==> config.mk <==
export PLATFORM = sky130hd
export DESIGN_NAME = ppu_ctrl
export DESIGN_NICKNAME = d
export VERILOG_FILES = /design/src/hdl/ppu_pkg.sv /design/src/hdl/ppu_ctrl.sv
export SDC_FILE = /design/constraint.sdc
export NUM_CORES = 1
export LEC_CHECK = 0
export BUFFER_PORTS_ARGS = -buffer_cell sky130_fd_sc_hd__buf_2
export CORE_ASPECT_RATIO = 1.2
export CORE_MARGIN = 4
export CORE_UTILIZATION = 43
export DETAILED_ROUTE_END_ITERATION = 10
export GPL_TIMING_DRIVEN = 0
export HOLD_SLACK_MARGIN = 0.03
export PLACE_DENSITY = 0.73
export SETUP_SLACK_MARGIN = 0.2
export SYNTH_ARGS = -nofsm -noshare
export SYNTH_HDL_FRONTEND = slang
export SYNTH_SLANG_ARGS = --single-unit
export TNS_END_PERCENT = 100
==> constraint.sdc <==
create_clock -name clk -period 1.6 [get_ports clk]
set_input_delay 0.08 -clock clk [delete_from_list [all_inputs] [get_ports clk]]
set_output_delay 0.08 -clock clk [all_outputs]
set_load 0.02 [all_outputs]
==> src/hdl/ppu_pkg.sv <==
// ----------------------------------------------------------------------------
// ppu_pkg
// Shared constants and types for the particle pool update unit: table size,
// command and status codes, and the control/status bundles between the
// controller and the datapath.
// ----------------------------------------------------------------------------
package ppu_pkg;

    localparam int MAX_PARTICLES = 1024;
    localparam int ADDR_W        = $clog2(MAX_PARTICLES);
    localparam int CNT_W         = ADDR_W + 1;

    // item commands
    localparam logic [1:0] CMD_ADD  = 2'd0;
    localparam logic [1:0] CMD_TICK = 2'd1;
    localparam logic [1:0] CMD_READ = 2'd2;

    // result status codes
    localparam logic [1:0] ST_OK       = 2'd0;
    localparam logic [1:0] ST_FULL     = 2'd1;
    localparam logic [1:0] ST_BAD_SLOT = 2'd2;

    // what the result register is loaded with
    typedef enum logic [1:0] {
        RES_OK   = 2'd0,
        RES_FULL = 2'd1,
        RES_BAD  = 2'd2,
        RES_DATA = 2'd3
    } ppu_res_t;

    // controller -> datapath
    typedef struct packed {
        logic     latch;     // capture now/step/slot, clear walk index
        logic     add_wr;    // append input particle at count
        logic     rd_idx;    // read entry at walk index
        logic     rd_last;   // read last live entry
        logic     rd_slot;   // read entry at requested slot
        logic     mul;       // register rate*step increments
        logic     wr_upd;    // write advanced entry, bump index
        logic     wr_move;   // copy last entry into index slot, count--
        logic     dec;       // count-- (last entry expired in place)
        logic     res_load;  // load result register
        ppu_res_t res_sel;
    } ppu_ctl_t;

    // datapath -> controller
    typedef struct packed {
        logic full;       // count at capacity
        logic walk_done;  // index reached count
        logic expired;    // read entry expiry <= now
        logic is_last;    // index is the last live slot
        logic slot_ok;    // requested slot is live
        logic out_free;   // result register can take a new item
    } ppu_sts_t;

endpackage

==> src/hdl/ppu_ctrl.sv <==
// ----------------------------------------------------------------------------
// ppu_ctrl
// Sequencer for the particle pool: accepts one item at a time and steps the
// datapath through add, read and the tick walk over the live entries.
// ----------------------------------------------------------------------------
module ppu_ctrl
    import ppu_pkg::*;
(
    input  logic     clk,
    input  logic     rst_n,
    input  logic     in_valid,
    output logic     in_stall,
    input  logic [1:0] cmd,
    input  ppu_sts_t sts,
    output ppu_ctl_t ctl
);

    typedef enum logic [6:0] {
        S_IDLE  = 7'b0000001,
        S_TEST  = 7'b0000010,
        S_CHK   = 7'b0000100,
        S_UPD   = 7'b0001000,
        S_MOVE  = 7'b0010000,
        S_RDCHK = 7'b0100000,
        S_DONE  = 7'b1000000
    } state_t;

    state_t   state_reg, state_next;
    ppu_res_t res_reg, res_next;
    logic     rd_wait_reg, rd_wait_next;   // read data lands during S_DONE entry

    assign in_stall = (state_reg != S_IDLE);

    always_comb
    begin
        state_next   = state_reg;
        res_next     = res_reg;
        rd_wait_next = 1'b0;
        ctl          = '0;
        ctl.res_sel  = res_reg;
        case (state_reg)
            S_IDLE:
            begin
                if (in_valid)
                begin
                    ctl.latch = 1'b1;
                    case (cmd)
                        CMD_ADD:
                        begin
                            ctl.add_wr = !sts.full;
                            res_next   = sts.full ? RES_FULL : RES_OK;
                            state_next = S_DONE;
                        end
                        CMD_TICK: state_next = S_TEST;
                        CMD_READ: state_next = S_RDCHK;
                        default:
                        begin
                            res_next   = RES_OK;
                            state_next = S_DONE;
                        end
                    endcase
                end
            end
            S_TEST:
            begin
                if (sts.walk_done)
                begin
                    res_next   = RES_OK;
                    state_next = S_DONE;
                end
                else
                begin
                    ctl.rd_idx = 1'b1;
                    state_next = S_CHK;
                end
            end
            S_CHK:
            begin
                if (sts.expired)
                begin
                    if (sts.is_last)
                    begin
                        ctl.dec    = 1'b1;
                        state_next = S_TEST;
                    end
                    else
                    begin
                        ctl.rd_last = 1'b1;
                        state_next  = S_MOVE;
                    end
                end
                else
                begin
                    ctl.mul    = 1'b1;
                    state_next = S_UPD;
                end
            end
            S_UPD:
            begin
                ctl.wr_upd = 1'b1;
                state_next = S_TEST;
            end
            S_MOVE:
            begin
                ctl.wr_move = 1'b1;
                state_next  = S_TEST;   // moved entry is examined in place
            end
            S_RDCHK:
            begin
                if (sts.slot_ok)
                begin
                    ctl.rd_slot  = 1'b1;
                    res_next     = RES_DATA;
                    rd_wait_next = 1'b1;
                end
                else
                begin
                    res_next = RES_BAD;
                end
                state_next = S_DONE;
            end
            S_DONE:
            begin
                if (sts.out_free && !rd_wait_reg)
                begin
                    ctl.res_load = 1'b1;
                    state_next   = S_IDLE;
                end
            end
            default:
            begin
                state_next = S_IDLE;
            end
        endcase
    end

    always_ff @(posedge clk or negedge rst_n)
    begin
        if (!rst_n)
        begin
            state_reg   <= S_IDLE;
            res_reg     <= RES_OK;
            rd_wait_reg <= 1'b0;
        end
        else
        begin
            state_reg   <= state_next;
            res_reg     <= res_next;
            rd_wait_reg <= rd_wait_next;
        end
    end

`ifndef SYNTH
    a_accept_idle: assert property (@(posedge clk) disable iff (!rst_n)
        (in_valid && !in_stall) |=> (state_reg != S_IDLE))
        else $error("item accepted but controller stayed idle");

    a_load_leaves: assert property (@(posedge clk) disable iff (!rst_n)
        ctl.res_load |=> (state_reg == S_IDLE))
        else $error("result loaded but controller did not return to idle");

    a_one_write: assert property (@(posedge clk) disable iff (!rst_n)
        $countones({ctl.add_wr, ctl.wr_upd, ctl.wr_move, ctl.dec}) <= 1)
        else $error("more than one table write or count change in a cycle");
`endif

endmodule

==> run summary <==
Of the total synthesized cell area, the portion taken by AND, OR, NAND and NOR gates is approximately a third. 24 I/O pins were placed. The critical path arrival came out at roughly 1800 ps. On the worst path, the slowest cell contributes a delay of ~430 ps.

The total inserted antenna cells is 0. The count of pins over their slew limit is 0. The worst setup path is of the flip-flop to primary output kind. In the finished design, the share of the clock period the worst path needs comes to 115%.

The number of hold violations in the final report is 0. The run finished, with violations left. The share of the synthesized area in compound gates (AO/OA/AOI/OAI) is 15.1%. In the post-synthesis netlist, the biggest area contributors are dfrtp_1 31%, ha_1 5.2%, a32oi_4 3.8%, dfstp_2 3.6%, inv_1 3.6%. Among the stages of the critical path, the cell type that occurs most often is buf_6. The TritonCTS clock tree is built. Counting the fill cells in the layout gives 72. The count of buffers inserted at the top-level ports came out at 23. The number of nets with antenna violations after detailed routing came out at 0.

The setup skew after layout is 3.64 ps. STA classifies the critical path startpoint as a flip-flop. The routed wire length came out at 2630 µm.

The checks that failed: setup timing. For this run, the leading register cell type out of synthesis is dfrtp_1. The largest individual stage delay along the critical path comes from the cell dfrtp_2.

The mapped netlist covers 723 µm². The headroom to the max-slew limit came out at 68.9%. The worst register-to-register path ends at res_reg[0]$_DFFE_PN0P_.

Once routing completed, OpenROAD measured the worst setup slack at -237 ps. The overall overflow remaining after global route came out at 0. The worst setup slack before clock tree synthesis is -4.52 ps. Setup total negative slack on the finished layout was measured at -1790 ps. The maximum net fanout on the critical path is 4. In this run the critical register-to-register path is launched from state_reg[0]$_DFFE_PN1P_. Measured on the finished design, the core utilization comes to 85.3%.

The initial antenna violation count is 0. The source-to-sink clock delay at the later pin of the worst-skew pair came out at between 200 and 300 ps. The share of synthesized cell area in full adder, half adder and majority cells came out at 5.19%. The minimum setup slack among reg-to-reg paths came out at -190 ps. Grouping stages by cell kind, the critical path spends the most delay in simple AND/OR/NAND/NOR gates.

Setup repair after global routing could not meet its margin everywhere. In this run, synthesis inferred 0 flip-flops with an integrated enable. The full die area came out at 2400 µm². The worst hold path depth is 2.

The pin count of the biggest net entering global routing came out at 11. The number of flip-flops under the largest register name is 7. Once the floorplan was initialized, standard cells occupied 47.6% of the core. The number of global-route vias before repair is between 600 and 700. After clock tree synthesis, the clock-pin slew on the worst setup and hold paths is 60 ps. Synthesis produced 74 cells. In this run, synthesis produced a sequential element count of 10. The clock period minus final worst setup slack came out at 1840 ps. The cell area power density came out at 1290 nW/µm². The number of nets in the layout is 139. The max-cap check violation count is 0. In this run, CTS created clock tree buffers numbering 3. The multiplexer share of the synthesized area came out at 2.08%. The net count after synthesis came out at slightly below 90. The worst ir drop on vdd came out at ~0.0011 V. The detailed placement HPWL is 1270 µm.

From bottom edge to top edge, the die measures 52.9 µm. The async set-reset flop share out of synthesis is 100%. After synthesis, the largest family of logic cells by area is simple AND/OR/NAND/NOR gates. Derived from the worst setup path, the maximum achievable clock frequency is between 500 and 600 MHz. The layout cell share with drive strength beyond 1 came out at 67.7%. The total vias in the final route came out at slightly below 800. After synthesis, the mean cell area works out to 9.77 µm². The netlist uses 38 different library cells. CTS placed an instance of clkbuf_4 at the clock tree root. The all-layer global routing usage came out at 18.3%. The number of cells on the worst reg-to-reg path is 6. The class of the worst hold path is primary input to flip-flop. The cell row count came out at 15. In this run the number of H-tree levels came out at 1.

The slew at the pin with the worst max-slew slack is 465 ps. The static leakage power is roughly 0.6 nW. The detailed-route DRC error count is 0. The largest total area in the synthesized netlist belongs to dfrtp_1. The first detailed-routing pass took 4 iterations. The width of the chip is between 40 and 50 µm.

The area share of the leading cell type in the synthesized netlist came out at 31.1%. The number of sinks handled by clock tree synthesis came out at 10. The relative area change from synthesis to final layout is 79.4%.

At the end of routability-driven placement, the weighted congestion stood at 0.771. The routed wirelength normalized by instance count is 18.6 µm. The critical path goes through buf_4 > buf_6 > nor3_4 > and4b_2 > nand2_2 > nor2_2 > buf_6. The xor/xnor share of the synthesized area is 1.21%. The core region is between 1500 and 2000 µm². The worst setup path is captured at a primary output. The total power is ~1.7 mW. The post-layout instance count excluding filler cells came out at around 140. The total of warnings raised by yosys is 0. Including well taps, the total number of placed cells is about 110. The startpoint identified for the worst hold timing path is sts[3].

The worst hold path terminates at state_reg[3]$_DFFE_PN0P_. The buffers plus inverters on the worst setup path came out at 3. The setup violation total in the final timing report came out at 14. The first-pass GRT wire length came out at 3090 µm. Using the TritonRoute via totals, the vias-per-cell ratio works out to approximately 5.6. The sequential-to-total area share from yosys stat came out at a little over a third. The clock passes through at most 2 buffers. Data on the critical path is required at its endpoint by 1520 ps. The DRC violation total after the first TritonRoute iteration is 35.
-- cells in the mapped netlist (all sizes together), types with 2 or more instances --
cell type / number
dfrtp: 9
inv: 7
nor2: 7
nand2: 5
and3: 3
ha: 3
nor2b: 3
nor3b: 3
a21oi: 2
a221oi: 2
a31oi: 2
a32oi: 2
and4b: 2
buf: 2
nand2b: 2
nor3: 2
nor4bb: 2
-- repair_timing --
action,CTS,global route
pin swaps,7,5
gates resized for setup,30,22
endpoints found under the hold margin,12,0
buffers inserted,12,8
hold buffers,3,0
endpoints found under the setup margin,17,18
-- stage by stage --
stage | instance area [µm²] | hold WS, ps
after floorplan | 767 | -216
after global placement | 903 | -42.0
after detailed placement | 903 | -44.3
after CTS | 1150 | 43.5
after global routing | 1300 | 74.2
final | 1300 | 83.0
-- cell type report --
class | count | area [µm²] | share of cell area, %
clock buffers | 4 | 26.3 | 2.03
flip-flops and latches | 10 | 256 | 19.8
inverters | 7 | 26.3 | 2.03
plain buffers | 3 | 37.5 | 2.89
well taps | 17 | 21.3 | 1.64
multi-input cells | 54 | 554 | 42.7
repair buffers | 46 | 375 | 28.9
-- worst max-delay path by stage --
stage	from	endpoint	cells past startpoint
after floorplan	state_reg[3]$_DFFE_PN0P_	res_reg[0]$_DFFE_PN0P_	4
final	state_reg[3]$_DFFE_PN0P_	ctl[8]	7
after global placement	state_reg[3]$_DFFE_PN0P_	res_reg[0]$_DFFE_PN0P_	4
after detailed placement	state_reg[3]$_DFFE_PN0P_	res_reg[0]$_DFFE_PN0P_	4
after CTS	state_reg[3]$_DFFE_PN0P_	ctl[9]	4
after global routing	state_reg[3]$_DFFE_PN0P_	ctl[8]	7
-- per-layer routing --
metal | up-vias | track usage (%) | wire, µm
li1 | 373 | - | -
met1 | 384 | 20.9 | 1020
met2 | 26 | 32.6 | 1420
met3 | 12 | 4.08 | 93
met4 | 0 | 5.85 | 87
met5 | - | 0 | 0
-- kinds of logic after synthesis --
kind of cell | Yosys count
AND/OR/NAND/NOR | 37
AO/OA/AOI/OAI | 12
buffers and inverters | 10
flip-flops | 10
adder cells (fa/ha/maj) | 3
XOR/XNOR | 1
multiplexers | 1
-- report_power, final --
part | switching (mW) | internal [mW] | leakage (nW)
registers | 0.0648 | 0.323 | 0.127
logic | 0.501 | 0.596 | 0.472
clock network | 0.0929 | 0.0967 | 0.0150
-- layout by cell type, fill, tap and decap left out, types with 2 or more instances in the layout --
cell / count
inv_1: 5
nand2_2: 2
dfrtp_2: 4
and3_4: 2
buf_2: 12
nand2_1: 3
dfrtp_1: 5
dlygate4sd3_1: 3
a31oi_1: 2
nand2b_1: 2
nor2_1: 4
nor3b_2: 3
clkbuf_4: 3
a221oi_2: 2
a21oi_1: 2
nor2b_1: 2
ha_1: 3
inv_2: 2
nor2_4: 2
buf_6: 16
buf_4: 17
(Power assumes the default switching activity.)
